==> src/rtl/core/xcfp_pkg.sv <==
// ----------------------------------------------------------------------------
// xcfp_pkg
// Shared types and constants for the XOR checksum frame parser.
// ----------------------------------------------------------------------------
package xcfp_pkg;

    localparam int unsigned BYTE_W      = 8;
    localparam int unsigned TICK_W      = 16;
    localparam int unsigned CFG_IDX_W   = 2;
    localparam int unsigned CFG_DATA_W  = 16;

    localparam logic [BYTE_W-1:0] START_MARKER_RST  = 8'd170;
    localparam logic [BYTE_W-1:0] END_MARKER_RST    = 8'd85;
    localparam logic [BYTE_W-1:0] MAX_LENGTH_RST    = 8'd64;
    localparam logic [TICK_W-1:0] TIMEOUT_TICKS_RST = 16'd5000;

    typedef enum logic [CFG_IDX_W-1:0] {
        CFG_START_MARKER  = 2'd0,
        CFG_END_MARKER    = 2'd1,
        CFG_MAX_LENGTH    = 2'd2,
        CFG_TIMEOUT_TICKS = 2'd3
    } cfg_idx_t;

    typedef enum logic {
        OP_BYTE = 1'b0,
        OP_TICK = 1'b1
    } op_t;

    typedef enum logic [2:0] {
        PH_HUNT = 3'd0,
        PH_CMD  = 3'd1,
        PH_LEN  = 3'd2,
        PH_DATA = 3'd3,
        PH_CSUM = 3'd4,
        PH_END  = 3'd5
    } phase_t;

    typedef enum logic [1:0] {
        KIND_DATA   = 2'd0,
        KIND_ACCEPT = 2'd1,
        KIND_REJECT = 2'd2
    } kind_t;

    typedef enum logic [1:0] {
        ERR_LENGTH   = 2'd0,
        ERR_CHECKSUM = 2'd1,
        ERR_END      = 2'd2,
        ERR_TIMEOUT  = 2'd3
    } err_t;

    typedef struct packed {
        logic [BYTE_W-1:0] start_marker;
        logic [BYTE_W-1:0] end_marker;
        logic [BYTE_W-1:0] max_length;
        logic [TICK_W-1:0] timeout_ticks;
    } cfg_t;

    typedef struct packed {
        logic [1:0]        kind;
        logic [BYTE_W-1:0] data;
        logic [BYTE_W-1:0] command;
        logic [BYTE_W-1:0] length;
        logic [1:0]        err;
    } result_t;

endpackage

==> src/rtl/core/xor_checksum_frame_parser_unit.sv <==
// ----------------------------------------------------------------------------
// xor_checksum_frame_parser_unit
// Deframer for start/end delimited packets with an XOR checksum.
// ----------------------------------------------------------------------------
// Each input item is one received byte or one poll tick; one item is taken
// per clock while s_ready is high. Each payload byte, accept or reject result
// is registered before it appears on the m_ port. Results go to an output
// register backed by one skid entry, so s_ready drops only while two results
// wait downstream. Configuration writes take effect on the next cycle and are
// meant to be made while no frame is in flight.
module xor_checksum_frame_parser_unit
    import xcfp_pkg::*;
(
    input  logic                  aclk,
    input  logic                  aresetn,
    input  logic                  s_valid,
    output logic                  s_ready,
    input  logic                  s_operation,
    input  logic [BYTE_W-1:0]     s_rx_byte,
    output logic                  m_valid,
    input  logic                  m_ready,
    output logic [1:0]            m_result_kind,
    output logic [BYTE_W-1:0]     m_data_byte,
    output logic [BYTE_W-1:0]     m_command,
    output logic [BYTE_W-1:0]     m_length,
    output logic [1:0]            m_error_code,
    input  logic                  cfg_valid,
    output logic                  cfg_ready,
    input  logic [CFG_IDX_W-1:0]  cfg_index,
    input  logic [CFG_DATA_W-1:0] cfg_data
);

    cfg_t    cfg;
    result_t step_res;
    result_t out_res;
    logic    step_res_valid;
    logic    can_push;
    logic    s_accept;

    assign s_ready  = can_push;
    assign s_accept = s_valid && can_push;

    xcfp_cfg_regs u_cfg_regs (
        .aclk      (aclk),
        .aresetn   (aresetn),
        .cfg_valid (cfg_valid),
        .cfg_ready (cfg_ready),
        .cfg_index (cfg_index),
        .cfg_data  (cfg_data),
        .cfg       (cfg)
    );

    xcfp_deframer u_deframer (
        .aclk      (aclk),
        .aresetn   (aresetn),
        .step      (s_accept),
        .operation (s_operation),
        .rx_byte   (s_rx_byte),
        .cfg       (cfg),
        .res_valid (step_res_valid),
        .res       (step_res)
    );

    xcfp_out_buf u_out_buf (
        .aclk     (aclk),
        .aresetn  (aresetn),
        .can_push (can_push),
        .push     (step_res_valid),
        .push_res (step_res),
        .m_valid  (m_valid),
        .m_ready  (m_ready),
        .m_res    (out_res)
    );

    assign m_result_kind = out_res.kind;
    assign m_data_byte   = out_res.data;
    assign m_command     = out_res.command;
    assign m_length      = out_res.length;
    assign m_error_code  = out_res.err;

endmodule

==> src/rtl/core/xcfp_cfg_regs.sv <==
// ----------------------------------------------------------------------------
// xcfp_cfg_regs
// Configuration register file: markers, length limit and idle timeout.
// ----------------------------------------------------------------------------
module xcfp_cfg_regs
    import xcfp_pkg::*;
(
    input  logic                  aclk,
    input  logic                  aresetn,
    input  logic                  cfg_valid,
    output logic                  cfg_ready,
    input  logic [CFG_IDX_W-1:0]  cfg_index,
    input  logic [CFG_DATA_W-1:0] cfg_data,
    output cfg_t                  cfg
);

    cfg_t cfg_reg;
    cfg_t cfg_next;

    assign cfg_ready = 1'b1;
    assign cfg       = cfg_reg;

    always_comb begin
        cfg_next = cfg_reg;
        if (cfg_valid) begin
            unique case (cfg_idx_t'(cfg_index))
                CFG_START_MARKER:  cfg_next.start_marker  = cfg_data[BYTE_W-1:0];
                CFG_END_MARKER:    cfg_next.end_marker    = cfg_data[BYTE_W-1:0];
                CFG_MAX_LENGTH:    cfg_next.max_length    = cfg_data[BYTE_W-1:0];
                CFG_TIMEOUT_TICKS: cfg_next.timeout_ticks = cfg_data[TICK_W-1:0];
                default:           cfg_next = cfg_reg;
            endcase
        end
    end

    always_ff @(posedge aclk) begin
        if (!aresetn) begin
            cfg_reg.start_marker  <= START_MARKER_RST;
            cfg_reg.end_marker    <= END_MARKER_RST;
            cfg_reg.max_length    <= MAX_LENGTH_RST;
            cfg_reg.timeout_ticks <= TIMEOUT_TICKS_RST;
        end else begin
            cfg_reg <= cfg_next;
        end
    end

endmodule

==> src/rtl/core/xcfp_deframer.sv <==
// ----------------------------------------------------------------------------
// xcfp_deframer
// Frame state machine: one byte or tick per cycle while step is high, at most one result.
// ----------------------------------------------------------------------------
module xcfp_deframer
    import xcfp_pkg::*;
(
    input  logic              aclk,
    input  logic              aresetn,
    input  logic              step,
    input  logic              operation,
    input  logic [BYTE_W-1:0] rx_byte,
    input  cfg_t              cfg,
    output logic              res_valid,
    output result_t           res
);

    phase_t            phase_reg,   phase_next;
    logic [BYTE_W-1:0] command_reg, command_next;
    logic [BYTE_W-1:0] length_reg,  length_next;
    logic [BYTE_W-1:0] seen_reg,    seen_next;
    logic [BYTE_W-1:0] xor_reg,     xor_next;
    logic [BYTE_W-1:0] csum_reg,    csum_next;
    logic [TICK_W-1:0] idle_reg,    idle_next;
    logic [TICK_W-1:0] idle_inc;
    logic [BYTE_W-1:0] seen_inc;
    logic              is_tick;

    assign is_tick  = (op_t'(operation) == OP_TICK);
    assign idle_inc = idle_reg + 1'b1;
    assign seen_inc = seen_reg + 1'b1;

    always_comb begin
        phase_next   = phase_reg;
        command_next = command_reg;
        length_next  = length_reg;
        seen_next    = seen_reg;
        xor_next     = xor_reg;
        csum_next    = csum_reg;
        idle_next    = idle_reg;
        res_valid    = 1'b0;
        res.kind     = KIND_DATA;
        res.data     = '0;
        res.err      = ERR_LENGTH;

        if (step) begin
            if (phase_reg == PH_HUNT) begin
                if (!is_tick && rx_byte == cfg.start_marker) begin
                    phase_next   = PH_CMD;
                    command_next = '0;
                    length_next  = '0;
                    seen_next    = '0;
                    xor_next     = '0;
                    csum_next    = '0;
                    idle_next    = '0;
                end
            end else if (is_tick) begin
                idle_next = idle_inc;
                if (idle_inc == cfg.timeout_ticks) begin
                    res_valid  = 1'b1;
                    res.kind   = KIND_REJECT;
                    res.err    = ERR_TIMEOUT;
                    phase_next = PH_HUNT;
                end
            end else begin
                idle_next = '0;
                unique case (phase_reg)
                    PH_CMD: begin
                        command_next = rx_byte;
                        xor_next     = rx_byte;
                        phase_next   = PH_LEN;
                    end
                    PH_LEN: begin
                        length_next = rx_byte;
                        xor_next    = xor_reg ^ rx_byte;
                        seen_next   = '0;
                        if (rx_byte > cfg.max_length) begin
                            res_valid  = 1'b1;
                            res.kind   = KIND_REJECT;
                            res.err    = ERR_LENGTH;
                            phase_next = PH_HUNT;
                        end else if (rx_byte == '0) begin
                            phase_next = PH_CSUM;
                        end else begin
                            phase_next = PH_DATA;
                        end
                    end
                    PH_DATA: begin
                        xor_next  = xor_reg ^ rx_byte;
                        seen_next = seen_inc;
                        if (seen_inc == length_reg) begin
                            phase_next = PH_CSUM;
                        end
                        res_valid = 1'b1;
                        res.kind  = KIND_DATA;
                        res.data  = rx_byte;
                    end
                    PH_CSUM: begin
                        csum_next  = rx_byte;
                        phase_next = PH_END;
                    end
                    PH_END: begin
                        res_valid  = 1'b1;
                        phase_next = PH_HUNT;
                        priority if (csum_reg != xor_reg) begin
                            res.kind = KIND_REJECT;
                            res.err  = ERR_CHECKSUM;
                        end else if (rx_byte != cfg.end_marker) begin
                            res.kind = KIND_REJECT;
                            res.err  = ERR_END;
                        end else begin
                            res.kind = KIND_ACCEPT;
                        end
                    end
                    default: begin
                        phase_next = PH_HUNT;
                    end
                endcase
            end
        end

        res.command = command_next;
        res.length  = length_next;
    end

    always_ff @(posedge aclk) begin
        if (!aresetn) begin
            phase_reg   <= PH_HUNT;
            command_reg <= '0;
            length_reg  <= '0;
            seen_reg    <= '0;
            xor_reg     <= '0;
            csum_reg    <= '0;
            idle_reg    <= '0;
        end else begin
            phase_reg   <= phase_next;
            command_reg <= command_next;
            length_reg  <= length_next;
            seen_reg    <= seen_next;
            xor_reg     <= xor_next;
            csum_reg    <= csum_next;
            idle_reg    <= idle_next;
        end
    end

endmodule

==> src/rtl/core/xcfp_out_buf.sv <==
// ----------------------------------------------------------------------------
// xcfp_out_buf
// Result register with one skid entry behind it.
// ----------------------------------------------------------------------------
module xcfp_out_buf
    import xcfp_pkg::*;
(
    input  logic    aclk,
    input  logic    aresetn,
    output logic    can_push,
    input  logic    push,
    input  result_t push_res,
    output logic    m_valid,
    input  logic    m_ready,
    output result_t m_res
);

    logic    out_valid_reg,  out_valid_next;
    logic    skid_valid_reg, skid_valid_next;
    result_t out_reg,        out_next;
    result_t skid_reg,       skid_next;
    logic    pop;

    assign can_push = !skid_valid_reg;
    assign pop      = out_valid_reg && m_ready;
    assign m_valid  = out_valid_reg;
    assign m_res    = out_reg;

    always_comb begin
        out_valid_next  = out_valid_reg;
        skid_valid_next = skid_valid_reg;
        out_next        = out_reg;
        skid_next       = skid_reg;
        if (skid_valid_reg) begin
            if (pop) begin
                out_next        = skid_reg;
                skid_valid_next = 1'b0;
            end
        end else if (push) begin
            if (!out_valid_reg || pop) begin
                out_next       = push_res;
                out_valid_next = 1'b1;
            end else begin
                skid_next       = push_res;
                skid_valid_next = 1'b1;
            end
        end else if (pop) begin
            out_valid_next = 1'b0;
        end
    end

    always_ff @(posedge aclk) begin
        if (!aresetn) begin
            out_valid_reg  <= 1'b0;
            skid_valid_reg <= 1'b0;
        end else begin
            out_valid_reg  <= out_valid_next;
            skid_valid_reg <= skid_valid_next;
        end
    end

    always_ff @(posedge aclk) begin
        out_reg  <= out_next;
        skid_reg <= skid_next;
    end

endmodule
==> config.mk <==
export PLATFORM = sky130hd
export DESIGN_NAME = xor_checksum_frame_parser_unit
export DESIGN_NICKNAME = d
export VERILOG_FILES = /design/src/rtl/core/xcfp_pkg.sv /design/src/rtl/core/xor_checksum_frame_parser_unit.sv /design/src/rtl/core/xcfp_cfg_regs.sv /design/src/rtl/core/xcfp_deframer.sv /design/src/rtl/core/xcfp_out_buf.sv
export SDC_FILE = /design/constraint.sdc
export NUM_CORES = 1
export LEC_CHECK = 0
export ABC_AREA = 0
export BUFFER_PORTS_ARGS = -buffer_cell sky130_fd_sc_hd__buf_4
export CORE_UTILIZATION = 60
export CTS_CLUSTER_DIAMETER = 50
export DETAILED_ROUTE_END_ITERATION = 10
export GPL_ROUTABILITY_DRIVEN = 0
export PLACE_DENSITY = 0.8
export SLEW_MARGIN = 20
export SYNTH_ARGS = -nofsm -noshare
export SYNTH_HDL_FRONTEND = slang
export SYNTH_SLANG_ARGS = --single-unit
==> constraint.sdc <==
create_clock -name aclk -period 5.5 [get_ports aclk]
set_input_delay 0.275 -clock aclk [delete_from_list [all_inputs] [get_ports aclk]]
set_output_delay 0.275 -clock aclk [all_outputs]
set_load 0.01 [all_outputs]
**Word level (Yosys, flattened, before mapping)**

Cells that the tools add are included.

- Bitwise gates (word level): 3
- Reduce and logical (&&, ||, !) cells: 30
- Multiplexer cells: 65
- $add $sub $neg: 2
- Equality and inequality tests: 19
- Magnitude comparators: 1

Operator list:

| operator | number |
|---|---|
| 2-to-1 mux 8 bit | 20 |
| 2-to-1 mux 28 bit | 4 |
| 2-to-1 mux 16 bit | 3 |
| one-hot mux 8 bit (2 select lines) | 2 |
| 2-to-1 mux 2 bit | 12 |
| 2-to-1 mux 3 bit | 7 |
| 2-to-1 mux 10 bit | 2 |
| adder 16 x 1 -> 16 bit (second input constant) | 1 |
| == test 16 bit | 1 |
| == test 8 bit | 2 |
| != test 8 bit | 2 |
| AND reduction 4 bit | 4 |
| 2-to-1 mux 1 bit | 12 |
| one-hot mux 3 bit (4 select lines) | 1 |
| AND reduction 2 bit | 5 |
| AND reduction 3 bit | 3 |
| adder 8 x 1 -> 8 bit (second input constant) | 1 |
| > comparator 8 bit | 1 |
| logical NOT 8 bit | 1 |
| nonzero test 2 bit | 4 |
| bitwise XOR 8 bit | 1 |
| == test 3 x 2 -> 1 bit (second input constant) | 2 |
| == test 3 bit (second input constant) | 2 |
| nonzero test 3 bit | 2 |
| 16 further kinds | 25 |

- Input bits: 32
- Flip-flop bits (word level): 157
- Word-level logic and storage cells: 143

**Depth between registers and ports, before layout**

- Word-level depth: 10
- Depth in mapped cells: 10
- Gate-level depth less buffers: 9

**Hierarchy**

From an unflattened synthesis, not the netlist that was laid out.

- Cells, all modules: 853
- Area, all modules: 8220.4 um2

By module, submodules not included:

| module | cells an instance | times used | area an instance (um2) |
|---|---|---|---|
| xcfp_deframer | 584 | 1 | 4324.1 |
| xcfp_out_buf | 102 | 1 | 2282.2 |
| xcfp_cfg_regs | 166 | 1 | 1607.8 |
| xor_checksum_frame_parser_unit | 1 | 1 | 6.3 |

**Worst setup path after synthesis**

No wires, ideal clock.

- Path kind: reg-to-reg
- From: register u_deframer.idle_reg[0]
- To: register u_out_buf.out_reg, in the netlist u_out_buf.m_res[0] (enable)
- Stages on the path, launching flop included: 10
- Library setup time: 0.422 ns
- Buffers on the path: 1
- Data arrival time: 3.776 ns
- Data required time: 5.078 ns
- Setup slack: 1.301 ns
- Clock period less this slack: 4.199 ns
- Path through: dfxtp_1 > ha_1 > buf_2 > nand3_2 > or3_1 > and3_1 > nor4_2 > a41oi_2 > a311o_1 > a21oi_1

- Longest elaborated chain between the ends: 8

Ends and longest elaborated chain:

| element | RTL line | text |
|---|---|---|
| start, declared | xcfp_deframer.sv:24 | `logic [TICK_W-1:0] idle_reg, idle_next;` |
| start signal, assigned | xcfp_deframer.sv:142 | `idle_reg <= idle_next;` |
| adder 16 x 1 -> 16 bit | xcfp_deframer.sv:30 | `assign idle_inc = idle_reg + 1'b1;` |
| == test 16 bit | xcfp_deframer.sv:59 | `if (idle_inc == cfg.timeout_ticks) begin` |
| 2-to-1 mux 1 bit | xcfp_deframer.sv:59 |  |
| 2-to-1 mux 1 bit | xcfp_deframer.sv:57 | `end else if (is_tick) begin` |
| 2-to-1 mux 1 bit | xcfp_deframer.sv:47 | `if (phase_reg == PH_HUNT) begin` |
| 2-to-1 mux 1 bit | xcfp_deframer.sv:46 | `if (step) begin` |
| nonzero test 2 bit (no line) | -- |  |
| AND reduction 3 bit (no line) | -- |  |
| end signal, assigned | xcfp_out_buf.sv:63 | `out_reg <= out_next;` |
| end, declared | xcfp_out_buf.sv:20 | `result_t out_reg, out_next;` |

Every way passes these cells.
A chain may end at the register's enable or synchronous reset.

**Worst setup path in the final report**

- From: register u_deframer.idle_reg[0]
- To: register u_out_buf.skid_reg[20] in the netlist's numbering (enable)

- Longest elaborated chain between the ends: 7

Ends and longest elaborated chain:

| element | RTL line | text |
|---|---|---|
| adder 16 x 1 -> 16 bit | xcfp_deframer.sv:30 |  |
| == test 16 bit | xcfp_deframer.sv:59 |  |
| 2-to-1 mux 1 bit | xcfp_deframer.sv:59 |  |
| 2-to-1 mux 1 bit | xcfp_deframer.sv:57 |  |
| 2-to-1 mux 1 bit | xcfp_deframer.sv:47 |  |
| 2-to-1 mux 1 bit | xcfp_deframer.sv:46 |  |
| AND reduction 3 bit (no line) | -- |  |
| end signal, assigned | xcfp_out_buf.sv:64 | `skid_reg <= skid_next;` |
| end, declared | xcfp_out_buf.sv:21 | `result_t skid_reg, skid_next;` |

Every way passes these cells.

==> results.py <==
metrics = {
    "critical_path": {
        "worst_ep_arrival_time_ps": 3980,
        "ff2ff_setup_slack_ps": 1630,
        "crit_type": "flip-flop to flip-flop",
        "cp_max_fo": 20,
        "end_kind": "flip-flop",
        "startpoint_type": "flip-flop",
        "crit_required_ps": 5610,
    },
    "placed_design": {
        "dp_hpwl_um": 12300,
        "numPortBuffers": 61,
    },
    "timing": {
        "max_freq_ghz": 0.258,
        "post-route-period-util": 0.704,
        "tns_ps": 0,
        "fin_crit_ps": 3870,
        "fin_worst_skew_ps": 7.12,
        "finalHoldViolations": 0,
        "worstMarginPinSlew_ps": 810,
        "slew_headroom": 0.459,
        "rsz0062_at_grt": "no",
        "slew_violations": 0,
        "setup_violations": 0,
    },
    "clock_network": {
        "cts_hold_buffers": 0,
        "cts_tree": "done",
        "numCtsBuffers": 17,
        "cts_resized": 0,
        "ctsRootBufferMaster": "clkbuf_16",
        "clk_latency_ps": 430,
        "htree_levels": 4,
        "clock_path_buffers": 2,
        "clock_sinks": 157,
        "clk_pin_slew_worst_paths_ps": 60,
        "cts_setup_buffers": 0,
    },
    "power_and_ir_drop": {
        "comb_power_share": 0.049,
        "seqPwrFrac": 0.496,
        "power_mw": 2.44,
        "leakage_nw": 3.40,
        "pwr_density_cell_mw_per_mm2": 279,
        "internal_power_mw": 1.87,
        "switching_power_mw": 0.571,
        "power_frac_clock": 0.455,
        "ir_drop_uv": 214,
        "swShare": 0.234,
    },
    "die": {
        "die_w_um": 115,
        "initial_utilization": 0.614,
        "ioPinCount": 63,
        "fp.dieH_um": 115,
        "core_mm2": 0.0126,
        "num_rows": 41,
        "dieArea_mm2": 0.0133,
    },
    "synthesis": {
        "synth_cells": 809,
        "avgSynthCellArea_um2": 9.53,
        "synth_area_mm2": 0.00771,
        "syn_nets": 851,
        "yosysWarnings": 0,
        "netlist-cell-type-count": 64,
        "synthArstFlopShare": 0,
        "synth_flop_cell": "dfxtp_1",
        "ys_ff_latch": 157,
        "synth_enable_flop_cells": 56,
        "synth-seq-area-share": 0.480,
    },
    "cells_and_area": {
        "diodes": 0,
        "area_growth_syn_to_layout_pct": 13.8,
        "drive_gt1_frac": 0.157,
        "n_fill_cell": 932,
        "nets": 882,
        "largest_register_ffs": 40,
    },
    "route": {
        "post_drt_wl_per_cell_um": 17.9,
        "dr.pass1.iters": 5,
        "vias": 6186,
        "drt_wl_total_um": 18400,
        "detail-route-antenna-nets": 0,
        "viasPerCell": 6.04,
        "first_iter_violations": 690,
        "drc": 0,
    },
    "global_route": {
        "grt_pass1_vias": 5943,
        "grt-ovfl-total": 0,
        "grt_pass1_wl_um": 29500,
        "track_usage": 0.293,
        "grt_max_degree": 56,
        "antenna_found_initial": 0,
    },
    "min_path": {
        "hp-class": "input port to flip-flop",
    },
    "outcome": {
        "status": "complete, no violations",
    },
    "flow_run": {
        "cap_viol_max_count": 0,
    },
}
==> area by class of cell <==
| type | count | area [um^2] | area share |
|---|---|---|---|
| multi-input cells | 583 | 3730 | 0.426 |
| flip-flops and latches | 157 | 3700 | 0.422 |
| repair buffers | 66 | 495 | 0.0565 |
| clock buffers | 19 | 464 | 0.0529 |
| well taps | 172 | 215 | 0.0245 |
| clock inverters | 13 | 105 | 0.0120 |
| inverters | 15 | 56.3 | 0.00642 |
==> logic make-up after synthesis <==
group | synth area share
DFF | 0.480
and+or+nand+nor | 0.202
buffers and inverters | 0.0362
AOI/OAI and AO/OA | 0.153
muxes | 0.0454
xor gates and xnor gates | 0.0670
adders and majority gates | 0.0162
other | 0.000486
==> Yosys cell counts (all sizes together), types with 5 or more instances <==
cell type,count,share of area
a22o,16,0.018
o21ai,32,0.021
o31ai,5,0.0049
a31oi,7,0.0065
inv,14,0.0068
xnor2,26,0.030
nand3,23,0.016
nor2b,6,0.0049
or3,9,0.0073
nor3,16,0.010
nand2b,9,0.0073
nand2,102,0.050
and2,27,0.022
nor2,57,0.028
and3,8,0.0065
xor2,33,0.037
a22oi,9,0.0088
mux2i,17,0.022
ha,10,0.016
clkbuf,38,0.018
a21o,16,0.016
mux2,16,0.023
nor4,15,0.019
buf,16,0.010
a21oi,66,0.043
dfxtp,101,0.26
nand4,7,0.010
nand3b,6,0.0058
edfxtp,56,0.22
==> worst max-delay path, stage by stage (launching register included) <==
cell and delay [ps]:
dfxtp_1 480, ha_1 380, nand3_2 230, or3_1 430, and3_1 220, nor4_2 280, a41oi_2 280, a311o_1 470
nor2_2 410, buf_4 360
==> power by group through the flow <==
stage	registers [mW]	clock network [mW]	logic (mW)
2_1_floorplan	1.24	0	0.0721
3_3_place_gp	1.24	0	0.114
3_5_place_dp	1.24	0	0.117
4_1_cts	1.21	1.12	0.118
5_1_grt	1.21	1.17	0.129
6_report	1.21	1.11	0.119
==> layer usage <==
metal  vias up  part of all wire  GRT usage
met5         -                 0          0
met4         0             0.033      0.149
met3        59             0.073     0.0664
met2       295              0.49      0.495
met1      2890              0.40      0.351
li1       2942                 -          -
==> layout by cell type (no fill, tap or decap), types with 5 or more instances in the layout <==
cell type | netlist | final
nand3b_1 | 6 | 6
a31oi_1 | 6 | 6
nand2b_1 | 9 | 9
xor2_1 | 33 | 33
o31ai_1 | 5 | 5
and3_1 | 8 | 8
nor2_1 | 57 | 56
nand2_1 | 101 | 101
xnor2_1 | 26 | 26
or3_1 | 9 | 9
ha_1 | 10 | 10
a22o_1 | 16 | 16
nor2b_1 | 6 | 6
dfxtp_1 | 101 | 101
buf_4 | 3 | 66
nand3_1 | 22 | 22
o21ai_0 | 31 | 31
clkbuf_16 | 0 | 18
and2_1 | 27 | 27
a21o_1 | 16 | 16
a22oi_1 | 9 | 9
mux2i_1 | 17 | 17
nor4_1 | 9 | 9
mux2_2 | 16 | 16
inv_1 | 14 | 14
a21oi_1 | 66 | 65
edfxtp_1 | 56 | 56
nor3_1 | 16 | 16
==> worst paths after layout <==
path / from / to / cells after the start
max: u_deframer.idle_reg[0] / u_out_buf.skid_reg[20] / 9
min: cfg_data[12] / u_cfg_regs.cfg[12] / 3
max reg2reg: u_deframer.idle_reg[0] / u_out_buf.skid_reg[20] / 9
min reg2reg: u_cfg_regs.cfg[20] / u_cfg_regs.cfg[20] / 2
==> metrics by stage <==
stage	utilization	std cells	hold slack [ps]	worst slack (ps)	area [um^2]
floorplan	-	809	399	1300	7710
global placement	0.653	993	443	1880	8210
detailed placement	0.653	993	453	1700	8210
CTS	0.698	1025	50.7	1660	8770
global route	0.698	1025	77.6	1450	8770
finish	0.698	1025	60.0	1630	8770
No activity file was read; power rests on OpenSTA's default activity.
